**src/rtl/cst_pkg.sv**
```systemverilog
// Package for the C++ source tokenizer: widths, scan modes, token kinds,
// result and queue record types. No dependencies.
`timescale 1ns / 1ps
package cst_pkg;

  localparam int LENGTH_BITS = 16;
  localparam int LINE_BITS   = 24;
  localparam int KIND_BITS   = 4;
  localparam int QDEPTH      = 4;
  localparam int QPTR_W      = $clog2(QDEPTH);
  localparam int QCNT_W      = $clog2(QDEPTH + 1);

  typedef logic [KIND_BITS-1:0]   kind_t;
  typedef logic [LENGTH_BITS-1:0] len_t;
  typedef logic [LINE_BITS-1:0]   line_t;

  // Token kinds as seen on the output
  localparam kind_t KIND_CHAR      = kind_t'(0);
  localparam kind_t KIND_STRING    = kind_t'(1);
  localparam kind_t KIND_COMMENT   = kind_t'(2);
  localparam kind_t KIND_IDENT     = kind_t'(3);
  localparam kind_t KIND_DIRECTIVE = kind_t'(4);
  localparam kind_t KIND_NUMBER    = kind_t'(5);
  localparam kind_t KIND_OP        = kind_t'(6);
  localparam kind_t KIND_WSPACE    = kind_t'(7);
  localparam kind_t KIND_ERROR     = kind_t'(8);

  // Scanner modes
  typedef enum logic [3:0] {
    MODE_IDLE,
    MODE_CHAR,
    MODE_STRING,
    MODE_BCOMMENT,
    MODE_LCOMMENT,
    MODE_IDENT,
    MODE_DIRECTIVE,
    MODE_NUMBER,
    MODE_WSPACE,
    MODE_BACKSLASH,
    MODE_PENDING
  } mode_t;

  typedef struct packed {
    kind_t kind;
    len_t  len;
    line_t line;
  } result_t;

  // One queue record: all results caused by one byte (one or two)
  typedef struct packed {
    logic    two;
    logic    fin;
    result_t r0;
    result_t r1;
  } rec_t;

  typedef struct packed {
    logic push;
    rec_t rec;
  } q_wr_t;

  typedef struct packed {
    logic at_reset;
  } front_stat_t;

endpackage

```
**src/rtl/cst_if.sv**
```systemverilog
// Channel interfaces for the tokenizer: source bytes in, tokens out.
// Depends on cst_pkg for field widths.
`timescale 1ns / 1ps
interface cst_in_if;
  logic       valid;
  logic       ready;
  logic [7:0] char_in;
  logic       end_of_text;

  modport source (output valid, output char_in, output end_of_text, input ready);
  modport sink (input valid, input char_in, input end_of_text, output ready);
endinterface

interface cst_out_if;
  logic                             valid;
  logic                             ready;
  logic [cst_pkg::KIND_BITS-1:0]    token_kind;
  logic [cst_pkg::LENGTH_BITS-1:0]  token_length;
  logic [cst_pkg::LINE_BITS-1:0]    line_number;
  logic                             final_token;

  modport source (output valid, output token_kind, output token_length,
                  output line_number, output final_token, input ready);
  modport sink (input valid, input token_kind, input token_length,
                input line_number, input final_token, output ready);
endinterface

```
**src/rtl/cst_front.sv**
```systemverilog
// Front end: accepts one byte per cycle unless the queue is full, runs the
// scanner state and records the tokens a byte ends. Uses cst_pkg, cst_if.
`timescale 1ns / 1ps
module cst_front (
  input  logic                 clk,
  input  logic                 rst,
  cst_in_if.sink               chars,
  input  logic                 q_full,
  output cst_pkg::q_wr_t       qwr,
  output cst_pkg::front_stat_t stat
);
  import cst_pkg::*;

  localparam logic [7:0] CH_NL    = 8'h0A;
  localparam logic [7:0] CH_SQ    = 8'h27;
  localparam logic [7:0] CH_DQ    = 8'h22;
  localparam logic [7:0] CH_BS    = 8'h5C;
  localparam logic [7:0] CH_SLASH = 8'h2F;
  localparam logic [7:0] CH_STAR  = 8'h2A;
  localparam logic [7:0] CH_HASH  = 8'h23;
  localparam len_t  LEN_MAX  = '1;
  localparam line_t LINE_MAX = '1;
  localparam len_t  LEN_ONE  = len_t'(1);
  localparam len_t  LEN_TWO  = len_t'(2);
  localparam line_t LINE_ONE = line_t'(1);

  function automatic logic is_alpha(input logic [7:0] c);
    return (c >= "a" && c <= "z") || (c >= "A" && c <= "Z");
  endfunction

  function automatic logic is_digit(input logic [7:0] c);
    return c >= "0" && c <= "9";
  endfunction

  function automatic logic is_space(input logic [7:0] c);
    return c == " " || (c >= 8'd9 && c <= 8'd13);
  endfunction

  function automatic logic may_pair(input logic [7:0] c);
    return c == ">" || c == "<" || c == ":" || c == "=" || c == "!" ||
           c == "-" || c == "&" || c == "|" || c == CH_SLASH;
  endfunction

  function automatic logic single_op(input logic [7:0] c);
    return c == "(" || c == ")" || c == "[" || c == "]" || c == "{" ||
           c == "}" || c == "," || c == "." || c == "+" || c == CH_STAR ||
           c == "?" || c == "%" || c == "^" || c == ";";
  endfunction

  function automatic logic is_pair(input logic [7:0] a, input logic [7:0] c);
    return (a == ">" && (c == ">" || c == "=")) ||
           (a == "<" && (c == "<" || c == "=")) ||
           (a == ":" && c == ":") || (a == "=" && c == "=") ||
           (a == "!" && c == "=") || (a == "-" && c == ">") ||
           (a == "&" && c == "&") || (a == "|" && c == "|");
  endfunction

  // Scanner state
  mode_t      mode, mode_next;
  len_t       run_len, run_len_next;
  line_t      line_cnt, line_cnt_next;
  logic [7:0] held, held_next;
  logic       esc, esc_next;
  logic       star, star_next;

  logic       [7:0] b;
  logic       last, accept, nl;
  len_t       len_inc;
  line_t      line_inc;

  // Start-of-token decode
  mode_t      st_mode;
  len_t       st_len;
  logic       st_emit;
  kind_t      st_kind;

  logic       do_start;
  logic       ea_v, eb_v, ef_v;
  result_t    ea, eb, ef;

  assign b            = chars.char_in;
  assign last         = chars.end_of_text;
  assign chars.ready  = !q_full;
  assign accept       = chars.valid && chars.ready;
  assign nl           = (b == CH_NL);
  assign len_inc      = (run_len == LEN_MAX) ? run_len : run_len + LEN_ONE;
  assign line_inc     = (nl && line_cnt != LINE_MAX) ? line_cnt + LINE_ONE : line_cnt;
  assign stat.at_reset = (mode == MODE_IDLE) && (line_cnt == LINE_ONE);

  // What a byte does when it opens a token
  always_comb begin
    st_mode = MODE_IDLE;
    st_len  = LEN_ONE;
    st_emit = 1'b0;
    st_kind = KIND_OP;
    priority if (b == CH_SQ) begin
      st_mode = MODE_CHAR;
    end else if (b == CH_DQ) begin
      st_mode = MODE_STRING;
    end else if (is_alpha(b) || b == "_" || b == "~") begin
      st_mode = MODE_IDENT;
    end else if (b == CH_HASH) begin
      st_mode = MODE_DIRECTIVE;
    end else if (is_digit(b)) begin
      st_mode = MODE_NUMBER;
    end else if (may_pair(b)) begin
      st_mode = MODE_PENDING;
    end else if (single_op(b)) begin
      st_len  = '0;
      st_emit = 1'b1;
    end else if (is_space(b)) begin
      st_mode = MODE_WSPACE;
    end else if (b == CH_BS) begin
      st_mode = MODE_BACKSLASH;
      st_len  = '0;
    end else begin
      st_len  = '0;
      st_emit = 1'b1;
      st_kind = KIND_ERROR;
    end
  end

  // Per-mode scan step, then end-of-source flush
  always_comb begin
    mode_next     = mode;
    run_len_next  = run_len;
    held_next     = held;
    esc_next      = esc;
    star_next     = star;
    line_cnt_next = line_inc;
    do_start      = 1'b0;
    ea_v          = 1'b0;
    ea            = '{kind: KIND_OP, len: run_len, line: line_cnt};
    unique case (mode)
      MODE_CHAR, MODE_STRING: begin
        run_len_next = len_inc;
        if (esc) begin
          esc_next = 1'b0;
        end else if (b == CH_BS) begin
          esc_next = 1'b1;
        end else if ((mode == MODE_CHAR && b == CH_SQ) ||
                     (mode == MODE_STRING && b == CH_DQ)) begin
          ea_v         = 1'b1;
          ea.kind      = (mode == MODE_CHAR) ? KIND_CHAR : KIND_STRING;
          ea.len       = len_inc;
          ea.line      = line_inc;
          mode_next    = MODE_IDLE;
          run_len_next = '0;
        end
      end
      MODE_BCOMMENT: begin
        run_len_next = len_inc;
        if (star && b == CH_SLASH) begin
          ea_v         = 1'b1;
          ea.kind      = KIND_COMMENT;
          ea.len       = len_inc;
          ea.line      = line_inc;
          mode_next    = MODE_IDLE;
          run_len_next = '0;
          star_next    = 1'b0;
        end else begin
          star_next = (b == CH_STAR);
        end
      end
      MODE_LCOMMENT: begin
        do_start = nl;
      end
      MODE_IDENT, MODE_DIRECTIVE, MODE_NUMBER, MODE_WSPACE: begin
        logic member;
        member = 1'b0;
        unique case (mode)
          MODE_IDENT: begin
            member  = is_alpha(b) || is_digit(b) || b == "_" || b == "~";
            ea.kind = KIND_IDENT;
          end
          MODE_DIRECTIVE: begin
            member  = is_alpha(b);
            ea.kind = KIND_DIRECTIVE;
          end
          MODE_NUMBER: begin
            member  = is_digit(b) || b == ".";
            ea.kind = KIND_NUMBER;
          end
          default: begin
            member  = is_space(b);
            ea.kind = KIND_WSPACE;
          end
        endcase
        if (member) begin
          run_len_next = len_inc;
        end else begin
          ea_v     = 1'b1;
          do_start = 1'b1;
        end
      end
      MODE_BACKSLASH: begin
        do_start = !is_space(b);
      end
      MODE_PENDING: begin
        if (held == CH_SLASH && b == CH_STAR) begin
          mode_next    = MODE_BCOMMENT;
          run_len_next = len_inc;
          star_next    = 1'b0;
        end else if (held == CH_SLASH && b == CH_SLASH) begin
          mode_next    = MODE_LCOMMENT;
          run_len_next = '0;
        end else if (is_pair(held, b)) begin
          ea_v         = 1'b1;
          ea.len       = LEN_TWO;
          mode_next    = MODE_IDLE;
          run_len_next = '0;
        end else begin
          ea_v     = 1'b1;
          ea.len   = LEN_ONE;
          do_start = 1'b1;
        end
      end
      default: begin
        do_start = 1'b1;
      end
    endcase

    eb_v = 1'b0;
    eb   = '{kind: st_kind, len: LEN_ONE, line: line_cnt};
    if (do_start) begin
      mode_next    = st_mode;
      run_len_next = st_len;
      held_next    = b;
      esc_next     = 1'b0;
      star_next    = 1'b0;
      eb_v         = st_emit;
    end

    // Open token at the end of the source
    ef_v = last;
    ef   = '{kind: KIND_OP, len: run_len_next, line: line_inc};
    unique case (mode_next)
      MODE_CHAR:      ef.kind = KIND_CHAR;
      MODE_STRING:    ef.kind = KIND_STRING;
      MODE_BCOMMENT:  ef.kind = KIND_COMMENT;
      MODE_IDENT:     ef.kind = KIND_IDENT;
      MODE_DIRECTIVE: ef.kind = KIND_DIRECTIVE;
      MODE_NUMBER:    ef.kind = KIND_NUMBER;
      MODE_WSPACE:    ef.kind = KIND_WSPACE;
      MODE_PENDING:   ef.len  = LEN_ONE;
      default:        ef_v    = 1'b0;
    endcase

    if (last) begin
      mode_next     = MODE_IDLE;
      run_len_next  = '0;
      line_cnt_next = LINE_ONE;
      held_next     = '0;
      esc_next      = 1'b0;
      star_next     = 1'b0;
    end
  end

  // Pack results in order into one queue record
  always_comb begin
    qwr.push     = accept && (ea_v || eb_v || ef_v);
    qwr.rec.fin  = last;
    qwr.rec.two  = (ea_v && (eb_v || ef_v));
    qwr.rec.r0   = ea_v ? ea : (eb_v ? eb : ef);
    qwr.rec.r1   = eb_v ? eb : ef;
  end

  always_ff @(posedge clk) begin
    if (rst) begin
      mode     <= MODE_IDLE;
      run_len  <= '0;
      line_cnt <= LINE_ONE;
      held     <= '0;
      esc      <= 1'b0;
      star     <= 1'b0;
    end else if (accept) begin
      mode     <= mode_next;
      run_len  <= run_len_next;
      line_cnt <= line_cnt_next;
      held     <= held_next;
      esc      <= esc_next;
      star     <= star_next;
    end
  end

endmodule

```
**src/rtl/cst_queue.sv**
```systemverilog
// Record queue between scanner and token output, register based.
// Depends on cst_pkg.
`timescale 1ns / 1ps
module cst_queue (
  input  logic          clk,
  input  logic          rst,
  input  cst_pkg::q_wr_t qwr,
  output logic          full,
  input  logic          pop,
  output cst_pkg::rec_t rdata,
  output logic          nonempty
);
  import cst_pkg::*;

  rec_t               entries [QDEPTH];
  logic [QPTR_W-1:0]  wr_ptr, rd_ptr;
  logic [QCNT_W-1:0]  count;
  logic               do_push, do_pop;

  assign full     = (count == QCNT_W'(QDEPTH));
  assign nonempty = (count != '0);
  assign rdata    = entries[rd_ptr];
  assign do_push  = qwr.push && !full;
  assign do_pop   = pop && nonempty;

  // Storage, no reset needed
  always_ff @(posedge clk) begin
    if (do_push) begin
      entries[wr_ptr] <= qwr.rec;
    end
  end

  // Pointers and fill count
  always_ff @(posedge clk) begin
    if (rst) begin
      wr_ptr <= '0;
      rd_ptr <= '0;
      count  <= '0;
    end else begin
      if (do_push) begin
        wr_ptr <= (wr_ptr == QPTR_W'(QDEPTH - 1)) ? '0 : wr_ptr + QPTR_W'(1);
      end
      if (do_pop) begin
        rd_ptr <= (rd_ptr == QPTR_W'(QDEPTH - 1)) ? '0 : rd_ptr + QPTR_W'(1);
      end
      if (do_push && !do_pop) begin
        count <= count + QCNT_W'(1);
      end else if (do_pop && !do_push) begin
        count <= count - QCNT_W'(1);
      end
    end
  end

endmodule

```
**src/rtl/cst_back.sv**
```systemverilog
// Back end: takes records from the queue and presents their tokens from an
// output register, one per cycle unless stalled. Uses cst_pkg, cst_if.
`timescale 1ns / 1ps
module cst_back (
  input  logic          clk,
  input  logic          rst,
  input  cst_pkg::rec_t q_data,
  input  logic          q_valid,
  output logic          pop,
  cst_out_if.source     tokens
);
  import cst_pkg::*;

  rec_t    cur;
  logic    busy;
  logic    sub;
  logic    rec_done;
  logic    take;
  result_t shown;

  assign rec_done = sub || !cur.two;
  assign take     = busy && tokens.ready;
  assign pop      = q_valid && (!busy || (take && rec_done));
  assign shown    = sub ? cur.r1 : cur.r0;

  assign tokens.valid        = busy;
  assign tokens.token_kind   = shown.kind;
  assign tokens.token_length = shown.len;
  assign tokens.line_number  = shown.line;
  assign tokens.final_token  = cur.fin && rec_done;

  // Held record
  always_ff @(posedge clk) begin
    if (pop) begin
      cur <= q_data;
    end
  end

  // Output valid and position within the record
  always_ff @(posedge clk) begin
    if (rst) begin
      busy <= 1'b0;
      sub  <= 1'b0;
    end else if (pop) begin
      busy <= 1'b1;
      sub  <= 1'b0;
    end else if (take) begin
      if (rec_done) begin
        busy <= 1'b0;
      end else begin
        sub <= 1'b1;
      end
    end
  end

endmodule

```
**src/rtl/cpp_source_tokenizer_top.sv**
```systemverilog
// Top level of the C++ source tokenizer: scanner front end, record queue
// and token output stage. Depends on cst_pkg, cst_if and the three submodules.
//
//  channel  | dir | payload                                         | accepted when
//  chars    | in  | char_in[7:0], end_of_text                       | valid && ready
//  tokens   | out | token_kind[3:0], token_length[15:0],            | valid && ready
//           |     | line_number[23:0], final_token                  |
//
// One byte is taken per cycle while the 4-record queue has room; the scanner
// decides each byte combinationally. While tokens.ready is high, results leave
// one per cycle; a byte that completes two tokens holds the output stage until
// both are taken. A token passes through a queue entry and the output stage's
// held record. Reset (rst, synchronous) returns the scanner to idle, line 1,
// and empties the queue. An output stall fills the queue, then drops chars.ready.
`timescale 1ns / 1ps
module cpp_source_tokenizer_top (
  input logic       clk,
  input logic       rst,
  cst_in_if.sink    chars,
  cst_out_if.source tokens
);
  import cst_pkg::*;

  q_wr_t       qwr;
  front_stat_t fstat;
  rec_t        q_data;
  logic        q_full, q_valid, pop;

  cst_front u_front (
    .clk    (clk),
    .rst    (rst),
    .chars  (chars),
    .q_full (q_full),
    .qwr    (qwr),
    .stat   (fstat)
  );

  cst_queue u_queue (
    .clk      (clk),
    .rst      (rst),
    .qwr      (qwr),
    .full     (q_full),
    .pop      (pop),
    .rdata    (q_data),
    .nonempty (q_valid)
  );

  cst_back u_back (
    .clk     (clk),
    .rst     (rst),
    .q_data  (q_data),
    .q_valid (q_valid),
    .pop     (pop),
    .tokens  (tokens)
  );

`ifndef NO_ASSERTIONS
  // Scanner never writes a record the queue cannot hold
  a_no_overflow: assert property (@(posedge clk) disable iff (rst)
    qwr.push |-> !q_full)
    else $error("record written into a full queue");

  // Output stage only pulls from a non-empty queue
  a_pop_nonempty: assert property (@(posedge clk) disable iff (rst)
    pop |-> q_valid)
    else $error("pop from empty queue");

  // The final byte of a source leaves the scanner at its reset state
  a_end_resets: assert property (@(posedge clk) disable iff (rst)
    (chars.valid && chars.ready && chars.end_of_text) |=> fstat.at_reset)
    else $error("scanner not back to idle after end of source");
`endif

endmodule
```
**src/flat_wrapper.sv**
```systemverilog
// flat-port wrapper written by rule: the top's interface ports become plain ports
module cpp_source_tokenizer_top_flat import cst_pkg::*;
  (clk, rst, chars_valid, chars_char_in, chars_end_of_text, chars_ready, tokens_valid, tokens_token_kind, tokens_token_length, tokens_line_number, tokens_final_token, tokens_ready);
  cst_in_if chars_i ();
  cst_out_if tokens_i ();
  input logic clk;
  input logic rst;
  input wire logic [$bits(chars_i.valid)-1:0] chars_valid;
  input wire logic [$bits(chars_i.char_in)-1:0] chars_char_in;
  input wire logic [$bits(chars_i.end_of_text)-1:0] chars_end_of_text;
  output wire logic [$bits(chars_i.ready)-1:0] chars_ready;
  output wire logic [$bits(tokens_i.valid)-1:0] tokens_valid;
  output wire logic [$bits(tokens_i.token_kind)-1:0] tokens_token_kind;
  output wire logic [$bits(tokens_i.token_length)-1:0] tokens_token_length;
  output wire logic [$bits(tokens_i.line_number)-1:0] tokens_line_number;
  output wire logic [$bits(tokens_i.final_token)-1:0] tokens_final_token;
  input wire logic [$bits(tokens_i.ready)-1:0] tokens_ready;
  assign chars_i.valid = chars_valid;
  assign chars_i.char_in = chars_char_in;
  assign chars_i.end_of_text = chars_end_of_text;
  assign chars_ready = chars_i.ready;
  assign tokens_valid = tokens_i.valid;
  assign tokens_token_kind = tokens_i.token_kind;
  assign tokens_token_length = tokens_i.token_length;
  assign tokens_line_number = tokens_i.line_number;
  assign tokens_final_token = tokens_i.final_token;
  assign tokens_i.ready = tokens_ready;
  cpp_source_tokenizer_top u_core (.clk(clk), .rst(rst), .chars(chars_i), .tokens(tokens_i));
endmodule
```
**config.mk**
```make
export PLATFORM = sky130hd
export DESIGN_NAME = cpp_source_tokenizer_top_flat
export DESIGN_NICKNAME = d
export VERILOG_FILES = /design/src/rtl/cst_pkg.sv /design/src/rtl/cst_if.sv /design/src/rtl/cst_front.sv /design/src/rtl/cst_queue.sv /design/src/rtl/cst_back.sv /design/src/rtl/cpp_source_tokenizer_top.sv /design/src/flat_wrapper.sv
export SDC_FILE = /design/constraint.sdc
export NUM_CORES = 1
export LEC_CHECK = 0
export ABC_AREA = 0
export BUFFER_PORTS_ARGS = -buffer_cell sky130_fd_sc_hd__buf_2
export CAP_MARGIN = 20
export CORE_MARGIN = 4
export CORE_UTILIZATION = 58
export DETAILED_ROUTE_END_ITERATION = 10
export PLACE_DENSITY = 0.76
export SYNTH_ARGS = -nofsm -noshare
export SYNTH_HDL_FRONTEND = slang
export SYNTH_HIERARCHICAL = 1
export SYNTH_SLANG_ARGS = --single-unit
export TNS_END_PERCENT = 20
```
**constraint.sdc**
```tcl
create_clock -name clk -period 9.11 [get_ports clk]
set_input_delay 0.911 -clock clk [delete_from_list [all_inputs] [get_ports clk]]
set_output_delay 0.911 -clock clk [all_outputs]
set_load 0.05 [all_outputs]
```
==> impl_metrics.py, run 1 <==
metrics = {
    "route": {
        "detail_route.drc_violations": 0,
        "drt_first_pass_iters": 6,
        "drt.antenna.violating_nets": 0,
        "post_drt_via_cell_ratio": 6.441,
        "drt_wl_total_mm": 49.87,
        "drt_first_iter_violations": 1366,
        "post_drt_wl_per_cell_um": 23.92,
        "routed-via-count": 13430,
    },
    "synth": {
        "postSynthCellCount": 1503,
        "ys.warnings.count": 6,
        "syn_avg_cell_area_um2": 15.14,
        "synth_fp_nets": 1526,
        "mappedNetlistArea_um2": 22750,
    },
    "clocking": {
        "post_cts_setup_repair_bufs": 0,
        "post_cts_hold_buffer_count": 0,
        "clkSlewWorstSetupHoldPaths_ns": 0.06,
        "tritoncts": "built",
        "post_cts_resize_count": 0,
        "cts_made_buffers": 50,
        "clock_tree.root_cell": "sky130_fd_sc_hd__clkbuf_16",
        "htree_num_levels": 2,
        "max-clock-path-buffers": 3,
        "clock-sinks": 515,
        "clk_latency_ns": 0.59,
    },
    "min_path": {
        "hold_path_class": "reg2reg",
        "worstHoldStart": "u_core/u_front/star",
    },
    "floorplanning": {
        "ios": 60,
        "full_die_area_um2": 42460,
        "chipHeight_um": 206.1,
        "floorplan.die.width_um": 206.1,
        "num_rows": 72,
        "placeableCoreArea_um2": 38740,
        "initial_utilization_pct": 58.73,
    },
    "layout": {
        "regArea_um2": 14820,
        "multi_input_comb_area_um2": 7282,
        "final_net_count": 1548,
        "final.fill_count": 2720,
        "num_antenna_cells": 0,
        "areaGrowthSynthToFinish_pct": 9.948,
        "post_route_cells_drive_above_1_share_pct": 21.44,
        "finalInstanceArea_um2": 25020,
    },
    "power": {
        "sequentialPowerShare_pct": 45.7,
        "netSwitchingPower_uw": 2189,
        "power_density_nw_per_um2": 286.7,
        "p_leak_uw": 0.008196,
        "internal_power_uw": 4983,
        "peakVddDrop_mv": 0.2518,
        "pwr-share-comb_pct": 24.9,
        "clock_power_share_pct": 29.4,
        "switching_share_pct": 30.52,
    },
    "run_status": {
        "run_status": "complete, no violations",
    },
    "worst_setup_path": {
        "timing_worst_setup_path_type": "in2reg",
        "critical_path.reg2reg.startpoint": "u_core/u_front/mode[1]",
        "crit_required_ns": 9.33,
        "worstPathMaxFanout": 50,
        "worst_setup_path_end_kind": "flop",
        "critPathArrivalTime_ns": 5.76,
        "cp-startpoint": "chars_char_in[3]",
        "crit_path_start_kind": "primary input",
    },
    "grt": {
        "grt_pass1_vias": 13450,
        "grt_usage_pct": 23.66,
        "pin_count_of_the_biggest_net_entering_global_routing": 80,
        "overflow_after_grt": 0,
        "antenna_found_initial": 0,
        "grt_first_pass_wirelength_mm": 77.31,
    },
    "sta": {
        "slew_headroom_pct": 26.43,
        "timing.fmax_mhz": 180.2,
        "post-route-period-util_pct": 60.91,
        "setup_viol": 0,
        "finalClockSkew_ns": 0.01441,
        "final.setup.tns_ns": 0,
        "holdWs_ns": 0.4791,
        "slew_violations": 0,
        "finalHoldViolations": 0,
        "rsz_0062_raised_after_global_routing": "no",
        "tightestPinTransition_ns": 1.104,
        "timing.final.crit_period_ns": 5.549,
    },
    "place": {
        "place_hpwl_mm": 30.11,
        "dpl-instance-area_um2": 23300,
        "place.port_buffers": 59,
        "gp_routability_congestion": 0.9196,
    },
    "flow_run": {
        "maxCapViolations": 0,
    },
}
worst max-delay path: stages:
cell and delay, ns:
sky130_fd_sc_hd__buf_2 0.35, sky130_fd_sc_hd__nand2_1 0.30, sky130_fd_sc_hd__nor4_1 0.49, sky130_fd_sc_hd__a211oi_1 0.10, sky130_fd_sc_hd__o221a_2 0.34, sky130_fd_sc_hd__or2_1 0.59
sky130_fd_sc_hd__o21ai_1 0.42, sky130_fd_sc_hd__o211ai_1 0.17, sky130_fd_sc_hd__a21oi_1 0.48, sky130_fd_sc_hd__and3_4 0.78, sky130_fd_sc_hd__buf_4 0.73
cell usage in the layout (no fill, tap or decap), drive strengths merged, types with 18 or more instances in the layout:
cell / count
a21oi: 61
a31oi: 20
and3: 24
buf: 80
clkbuf: 72
dfxtp: 65
edfxtp: 450
inv: 21
mux2: 44
mux4: 90
nand2: 68
nand3: 40
nor2: 98
nor3: 27
nor4: 18
o21ai: 68
xnor2: 24
xor2: 27
power groups by stage:
| stage | clock, uW | sequential [uW] | combinational [uW] |
|---|---|---|---|
| after floorplan | 0 | 3290 | 1440 |
| after global placement | 0 | 3310 | 1750 |
| after detailed placement | 0 | 3330 | 1770 |
| after CTS | 2150 | 3290 | 1780 |
| after global routing | 2250 | 3320 | 1900 |
| final | 2110 | 3280 | 1790 |
stage by stage:
stage / total power, uW / setup slack, ns / util, % / std cells
after floorplan: 4725 / 1.923 / - / 1503
after global placement: 5060 / 3.104 / 60.14 / 1990
after detailed placement: 5105 / 3.033 / 60.14 / 1990
after CTS: 7220 / 3.657 / 64.51 / 2084
after global routing: 7467 / 3.179 / 64.58 / 2085
final: 7173 / 3.561 / 64.58 / 2085
registers in the layout, summed over array words and instances, names as in the netlist, 3 cells and up, named ones only:
register                 cells
u_core/u_queue/count         3
u_core/u_front/held          8
u_core/u_front/line_cnt     24
u_core/u_front/run_len      16
u_core/u_front/mode          4
u_core/u_back/cur           90
u_core/u_queue/entries     360
path summary, 6_finish.rpt:
path / to / slack [ns] / cells after the start
hold / removal: u_core/u_front/star / 0.48 / 2
hold reg to reg: u_core/u_front/star / 0.48 / 2
setup / recovery: u_core/u_queue/entries[3][75] / 3.56 / 11
setup reg to reg: u_core/u_queue/entries[3][75] / 3.90 / 11
routing by layer:
metal,vias to the layer above,share of wire (%),track usage [%]
met2,545,48,38.30
met5,-,0,0
met3,109,7.4,4.739
met1,6799,41,32.57
li1,5977,-,-
met4,0,3.1,8.175
final cells by class:
type / count / share of cell area, %
Inverter: 21 / 0.3901
Timing Repair Buffer: 80 / 1.891
Multi-Input combinational cell: 857 / 29.11
Clock buffer: 72 / 5.787
Tap cell: 518 / 2.591
Clock inverter: 22 / 0.9753
Sequential cell: 515 / 59.26
Power figures use the tool's default switching activity.
==> inputs of run 2 (changes only) <==
ABC_AREA = 1   (was 0)
clock period = 5.6 ns   (was 9.11 ns; I/O delays follow)
==> run 2 against run 1 <==
Against the previous run:
- critical path depth is 18 higher
- hold slack worse by 0.17 ns
- via count up 22%
- register-to-register slack got worse by 2.8 ns
- non-clock buffer count up 8
- cell area up 1.2%
- worst setup slack got worse by 2.5 ns
- first-iteration DRC count increased by 26%
- largest cell class unchanged
==> impl_metrics.py, run 2 <==
metrics = {
    "run_status": {
        "run_status": "complete, no violations",
    },
    "sta": {
        "slew_headroom_pct": 28.03,
        "rsz_0062_raised_after_global_routing": "no",
        "holdWs_ns": 0.3059,
        "tightestPinTransition_ns": 1.080,
        "post-route-period-util_pct": 80.32,
        "postLayoutSetupSlackWorst_ns": 1.102,
        "final.setup.tns_ns": 0,
        "finalClockSkew_ns": 0.02431,
        "setup_viol": 0,
        "timing.fmax_mhz": 222.3,
        "timing.final.crit_period_ns": 4.498,
        "slew_violations": 0,
        "finalHoldViolations": 0,
    },
    "layout": {
        "highest_count_cells_in_the_layout_ignoring_fill_and_taps": "462 x sky130_fd_sc_hd__nand2_1, 450 x sky130_fd_sc_hd__edfxtp_1, 277 x sky130_fd_sc_hd__nor2_1, 206 x sky130_fd_sc_hd__o21ai_0, 150 x sky130_fd_sc_hd__inv_1",
        "final.fill_count": 2905,
        "num_antenna_cells": 0,
        "final_net_count": 2245,
        "post_layout_nonfiller_instances": 2780,
        "post_route_cells_drive_above_1_share_pct": 10.83,
        "largest_register": "u_core/u_queue/entries",
        "mostFrequentLayoutCell": "sky130_fd_sc_hd__nand2_1",
        "largest_register_ffs": 360,
        "areaGrowthSynthToFinish_pct": 11.10,
        "largestRegisters": "u_core/u_queue/entries: 360 flops, u_core/u_back/cur: 90 flops, u_core/u_front/line_cnt: 24 flops",
    },
    "worst_setup_path": {
        "crit_cells": 29,
        "worst_setup_path_end_kind": "flop",
        "critPathArrivalTime_ns": 4.97,
        "ff2ff_path_depth": 29,
        "crit_path_start_kind": "flop",
        "timing_worst_setup_path_type": "reg2reg",
        "cp-startpoint": "u_core/u_front/mode[3]",
        "cp_top_family": "simple AND/OR/NAND/NOR gates",
        "cpMaxStageDelayCell": "sky130_fd_sc_hd__dfxtp_1",
        "timing.rr.end": "u_core/u_queue/count[2]",
        "cpPeakStageDelay_ns": 0.45,
        "cp_common_cell": "sky130_fd_sc_hd__nand2_1",
        "worst-path-buf-inv": 8,
        "crit_required_ns": 6.07,
        "timing.reg2reg.setup_slack_ns": 1.10,
        "worstPathMaxFanout": 11,
        "critical_path.reg2reg.startpoint": "u_core/u_front/mode[3]",
        "crit_path_capture": "u_core/u_queue/count[2]",
    },
    "grt": {
        "grt_first_pass_wirelength_mm": 86.75,
        "grt_pass1_vias": 15780,
        "overflow_after_grt": 0,
        "antenna_found_initial": 1,
        "pin_count_of_the_biggest_net_entering_global_routing": 119,
        "grt_usage_pct": 26.21,
    },
    "floorplanning": {
        "full_die_area_um2": 42520,
        "num_rows": 72,
        "placeableCoreArea_um2": 38740,
        "floorplan.die.width_um": 206.2,
        "ios": 60,
        "initial_utilization_pct": 58.82,
        "chipHeight_um": 206.2,
    },
    "synth": {
        "syn_avg_cell_area_um2": 10.42,
        "mappedNetlistArea_um2": 22790,
        "postSynthCellCount": 2186,
        "synth_fp_nets": 2209,
        "ys.warnings.count": 6,
    },
    "power": {
        "p_total_uw": 12280,
        "peakVddDrop_mv": 0.3239,
        "p_leak_uw": 0.009006,
        "power_density_nw_per_um2": 485.1,
    },
    "clocking": {
        "tritoncts": "built",
        "htree_num_levels": 2,
        "post_cts_hold_buffer_count": 0,
        "post_cts_resize_count": 0,
        "max-clock-path-buffers": 3,
        "clock_tree.root_cell": "sky130_fd_sc_hd__clkbuf_16",
        "clk_latency_ns": 0.59,
        "clkSlewWorstSetupHoldPaths_ns": 0.06,
        "clock-sinks": 515,
        "post_cts_setup_repair_bufs": 0,
        "cts_made_buffers": 49,
    },
    "place": {
        "gp_routability_congestion": 0.8999,
        "place_hpwl_mm": 34.39,
        "post-place-cells": 2688,
        "place_ws_ns": 0.7725,
        "place.port_buffers": 59,
    },
    "route": {
        "drt_first_pass_iters": 6,
        "post_drt_via_cell_ratio": 5.897,
        "drt_wl_total_mm": 56.42,
        "routed-via-count": 16390,
        "post_drt_wl_per_cell_um": 20.29,
        "drt.antenna.violating_nets": 0,
        "drt_first_iter_violations": 1717,
        "detail_route.drc_violations": 0,
    },
    "min_path": {
        "hold_path_class": "in2reg",
        "worstHoldStart": "chars_char_in[6]",
        "hold-path-cell-count": 3,
    },
    "flow_run": {
        "maxCapViolations": 0,
    },
}
==> run 2: layout make-up <==
class / instances / area [um^2] / share of cell area [%]
flip-flops and latches: 515 / 14820 / 58.55
multi-input cells: 1401 / 6790 / 26.82
clock buffers: 55 / 1270 / 5.017
repair buffers: 88 / 670.6 / 2.649
well taps: 518 / 648.1 / 2.560
inverters: 167 / 638.1 / 2.521
clock inverters: 36 / 476.7 / 1.883
==> run 2: metrics by stage <==
step | utilization, % | cell area, um^2
detailed placement | 60.77 | 23540
global placement | 60.77 | 23540
finish | 65.35 | 25310
global route | 65.35 | 25310
CTS | 65.28 | 25290
floorplan | - | 22790
==> run 2: worst min-delay path by stage <==
stage                            endpoint
2_1_floorplan  u_core/u_front/run_len[14]
3_3_place_gp   u_core/u_front/run_len[14]
3_5_place_dp   u_core/u_front/run_len[14]
4_1_cts            u_core/u_front/held[6]
5_1_grt            u_core/u_front/held[7]
6_report           u_core/u_front/held[6]
==> run 2: where the power goes <==
group / internal (uW) / leakage, uW / total, uW / switching [uW]
logic: 775 / 0.00354 / 3370 / 2590
clock network: 2110 / 0.000844 / 3550 / 1430
registers: 5150 / 0.00462 / 5360 / 213
==> run 2: layer usage <==
layer	up-vias	GRT usage (%)	wire length [um]
met3	104	5.053	4700
met5	-	0	13
met1	7902	34.69	22210
met2	712	44.54	28070
li1	7674	-	-
met4	2	7.605	1418
==> run 2: worst min-delay path: stages <==
cell	delay, ns
sky130_fd_sc_hd__buf_2	0.12
sky130_fd_sc_hd__nand2_1	0.08
sky130_fd_sc_hd__a21oi_1	0.06
==> inputs of run 3 (changes only) <==
CORE_UTILIZATION = 56   (was 58)
PLACE_DENSITY = 0.77   (was 0.76)
clock period = 3.9 ns   (was 5.6 ns; I/O delays follow)
==> run 3 against run 2 <==
Against the previous run:
- wire length barely moved
- utilization fell by 1.6 points
- worst setup slack lost 0.83 ns
- cell count grew 1.2%
- critical path type unchanged
- non-clock buffer count rose by 26
==> impl_metrics.py, run 3 (synthesis results as in run 2) <==
metrics = {
    "layout": {
        "mostFrequentLayoutCell": "sky130_fd_sc_hd__nand2_1",
        "highest_count_cells_in_the_layout_ignoring_fill_and_taps": "452 x sky130_fd_sc_hd__nand2_1, 450 x sky130_fd_sc_hd__edfxtp_1, 268 x sky130_fd_sc_hd__nor2_1, 206 x sky130_fd_sc_hd__o21ai_0, 149 x sky130_fd_sc_hd__inv_1",
        "fin_util_pct": 63.76,
        "largest_register": "u_core/u_queue/entries",
        "largestRegisters": "u_core/u_queue/entries: 360 flops, u_core/u_back/cur: 90 flops, u_core/u_front/line_cnt: 24 flops",
        "num_antenna_cells": 0,
        "post_route_cells_drive_above_1_share_pct": 12.24,
        "largest_register_ffs": 360,
        "final_net_count": 2271,
        "areaGrowthSynthToFinish_pct": 11.94,
    },
    "sta": {
        "timing.final.crit_period_ns": 3.625,
        "finalClockSkew_ns": 0.01958,
        "post-route-period-util_pct": 92.94,
        "timing.fmax_mhz": 275.9,
        "slew_headroom_pct": 26.83,
        "setup_viol": 0,
        "holdWs_ns": 0.1356,
        "tightestPinTransition_ns": 1.098,
        "finalHoldViolations": 0,
        "slew_violations": 0,
    },
    "power": {
        "peakVddDrop_mv": 0.3981,
        "pwr-share-comb_pct": 28.6,
        "switching_share_pct": 35.13,
        "clock_power_share_pct": 26.8,
        "internal_power_uw": 11240,
        "netSwitchingPower_uw": 6088,
        "sequentialPowerShare_pct": 44.6,
        "power_density_nw_per_um2": 679.4,
        "p_leak_uw": 0.009101,
    },
    "worst_setup_path": {
        "worst_setup_path_end_kind": "flop",
        "cp-startpoint": "u_core/u_front/held[2]",
        "critical_path.reg2reg.startpoint": "u_core/u_front/held[2]",
        "crit_required_ns": 4.17,
        "critPathArrivalTime_ns": 3.89,
        "crit_path_start_kind": "flop",
        "worstPathMaxFanout": 25,
        "timing_worst_setup_path_type": "reg2reg",
    },
    "route": {
        "post_drt_via_cell_ratio": 5.881,
        "drt_first_pass_iters": 7,
        "drt_first_iter_violations": 1922,
        "drt_wl_total_mm": 56.46,
        "drt.antenna.violating_nets": 0,
        "post_drt_wl_per_cell_um": 20.08,
        "detail_route.drc_violations": 0,
        "routed-via-count": 16540,
    },
    "clocking": {
        "post_cts_hold_buffer_count": 0,
        "clock_tree.root_cell": "sky130_fd_sc_hd__clkbuf_16",
        "htree_num_levels": 2,
        "clock-sinks": 515,
        "clk_latency_ns": 0.58,
        "post_cts_setup_repair_bufs": 0,
        "cts_made_buffers": 49,
        "clkSlewWorstSetupHoldPaths_ns": 0.06,
        "tritoncts": "built",
        "max-clock-path-buffers": 3,
        "post_cts_resize_count": 0,
    },
    "grt": {
        "antenna_found_initial": 1,
        "grt_first_pass_wirelength_mm": 88.46,
        "overflow_after_grt": 0,
        "grt_usage_pct": 25.25,
        "pin_count_of_the_biggest_net_entering_global_routing": 150,
        "grt_pass1_vias": 16290,
    },
    "floorplanning": {
        "full_die_area_um2": 43980,
        "ios": 60,
        "chipHeight_um": 209.7,
        "num_rows": 73,
        "placeableCoreArea_um2": 40010,
        "floorplan.die.width_um": 209.7,
        "initial_utilization_pct": 56.96,
    },
    "place": {
        "place.port_buffers": 59,
        "place_hpwl_mm": 35.39,
        "gp_routability_congestion": 0.9420,
    },
    "min_path": {
        "worstHoldStart": "chars_char_in[7]",
        "hold_path_class": "in2reg",
    },
    "run_status": {
        "run_status": "complete, no violations",
    },
    "flow_run": {
        "maxCapViolations": 0,
    },
}
-- run 3: path summary, 6_finish.rpt --
check	end	slack (ns)	depth (start not counted)
max	u_core/u_queue/entries[2][50]	0.28	20
min	u_core/u_front/held[7]	0.14	3
max reg2reg	u_core/u_queue/entries[2][50]	0.28	20
min reg2reg	u_core/u_front/run_len[14]	0.48	2
-- run 3: stage by stage --
step           std cells  setup TNS (ns)  total power (uW)  setup slack, ns  area [um^2]
3_5_place_dp        2722               0             12740          0.07894        23920
4_1_cts             2812               0             17390           0.1802        25490
5_1_grt             2812        -0.03982             18120         -0.03982        25510
3_3_place_gp        2722               0             12520           0.1466        23920
6_report            2812               0             17330           0.2754        25510
2_1_floorplan       2186          -30.33             11320          -0.1004        22940
-- run 3: metal layers --
metal | routed length, um | vias up | track usage (%)
li1 | - | 7719 | -
met1 | 22550 | 7946 | 34.53
met2 | 27800 | 763 | 42.30
met3 | 4588 | 107 | 3.797
met4 | 1505 | 2 | 7.673
met5 | 13 | - | 0
-- run 3: area by class of cell --
class,instances,area [um^2]
well taps,525,656.9
flip-flops and latches,515,14820
fillers,2980,14500
clock inverters,24,193.9
inverters,167,640.6
clock buffers,66,1383
repair buffers,114,920.9
multi-input cells,1401,6890
-- run 3: worst max-delay path, cell delays in order (launching register included) --
cell and delay (ns):
sky130_fd_sc_hd__dfxtp_1 0.40, sky130_fd_sc_hd__nand2_1 0.10, sky130_fd_sc_hd__inv_1 0.10, sky130_fd_sc_hd__nand3_1 0.09
sky130_fd_sc_hd__nor2_2 0.22, sky130_fd_sc_hd__nand2_2 0.18, sky130_fd_sc_hd__inv_2 0.12, sky130_fd_sc_hd__nor2_4 0.06
sky130_fd_sc_hd__nand4_4 0.12, sky130_fd_sc_hd__nand3_4 0.18, sky130_fd_sc_hd__nand2_1 0.12, sky130_fd_sc_hd__inv_1 0.05
sky130_fd_sc_hd__nor2_2 0.16, sky130_fd_sc_hd__nand3_2 0.10, sky130_fd_sc_hd__nand3_1 0.09, sky130_fd_sc_hd__nand2_1 0.11
sky130_fd_sc_hd__a21oi_4 0.23, sky130_fd_sc_hd__nand2_4 0.06, sky130_fd_sc_hd__buf_4 0.18, sky130_fd_sc_hd__nor2_4 0.35
sky130_fd_sc_hd__buf_12 0.26
-- run 3: power groups by stage --
| stage | sequential [uW] | combinational, uW | clock [uW] |
|---|---|---|---|
| after floorplan | 7750 | 3570 | 0 |
| after CTS | 7730 | 4960 | 4700 |
| after global placement | 7770 | 4750 | 0 |
| after detailed placement | 7820 | 4920 | 0 |
| after global routing | 7800 | 5350 | 4970 |
| final | 7720 | 4960 | 4650 |
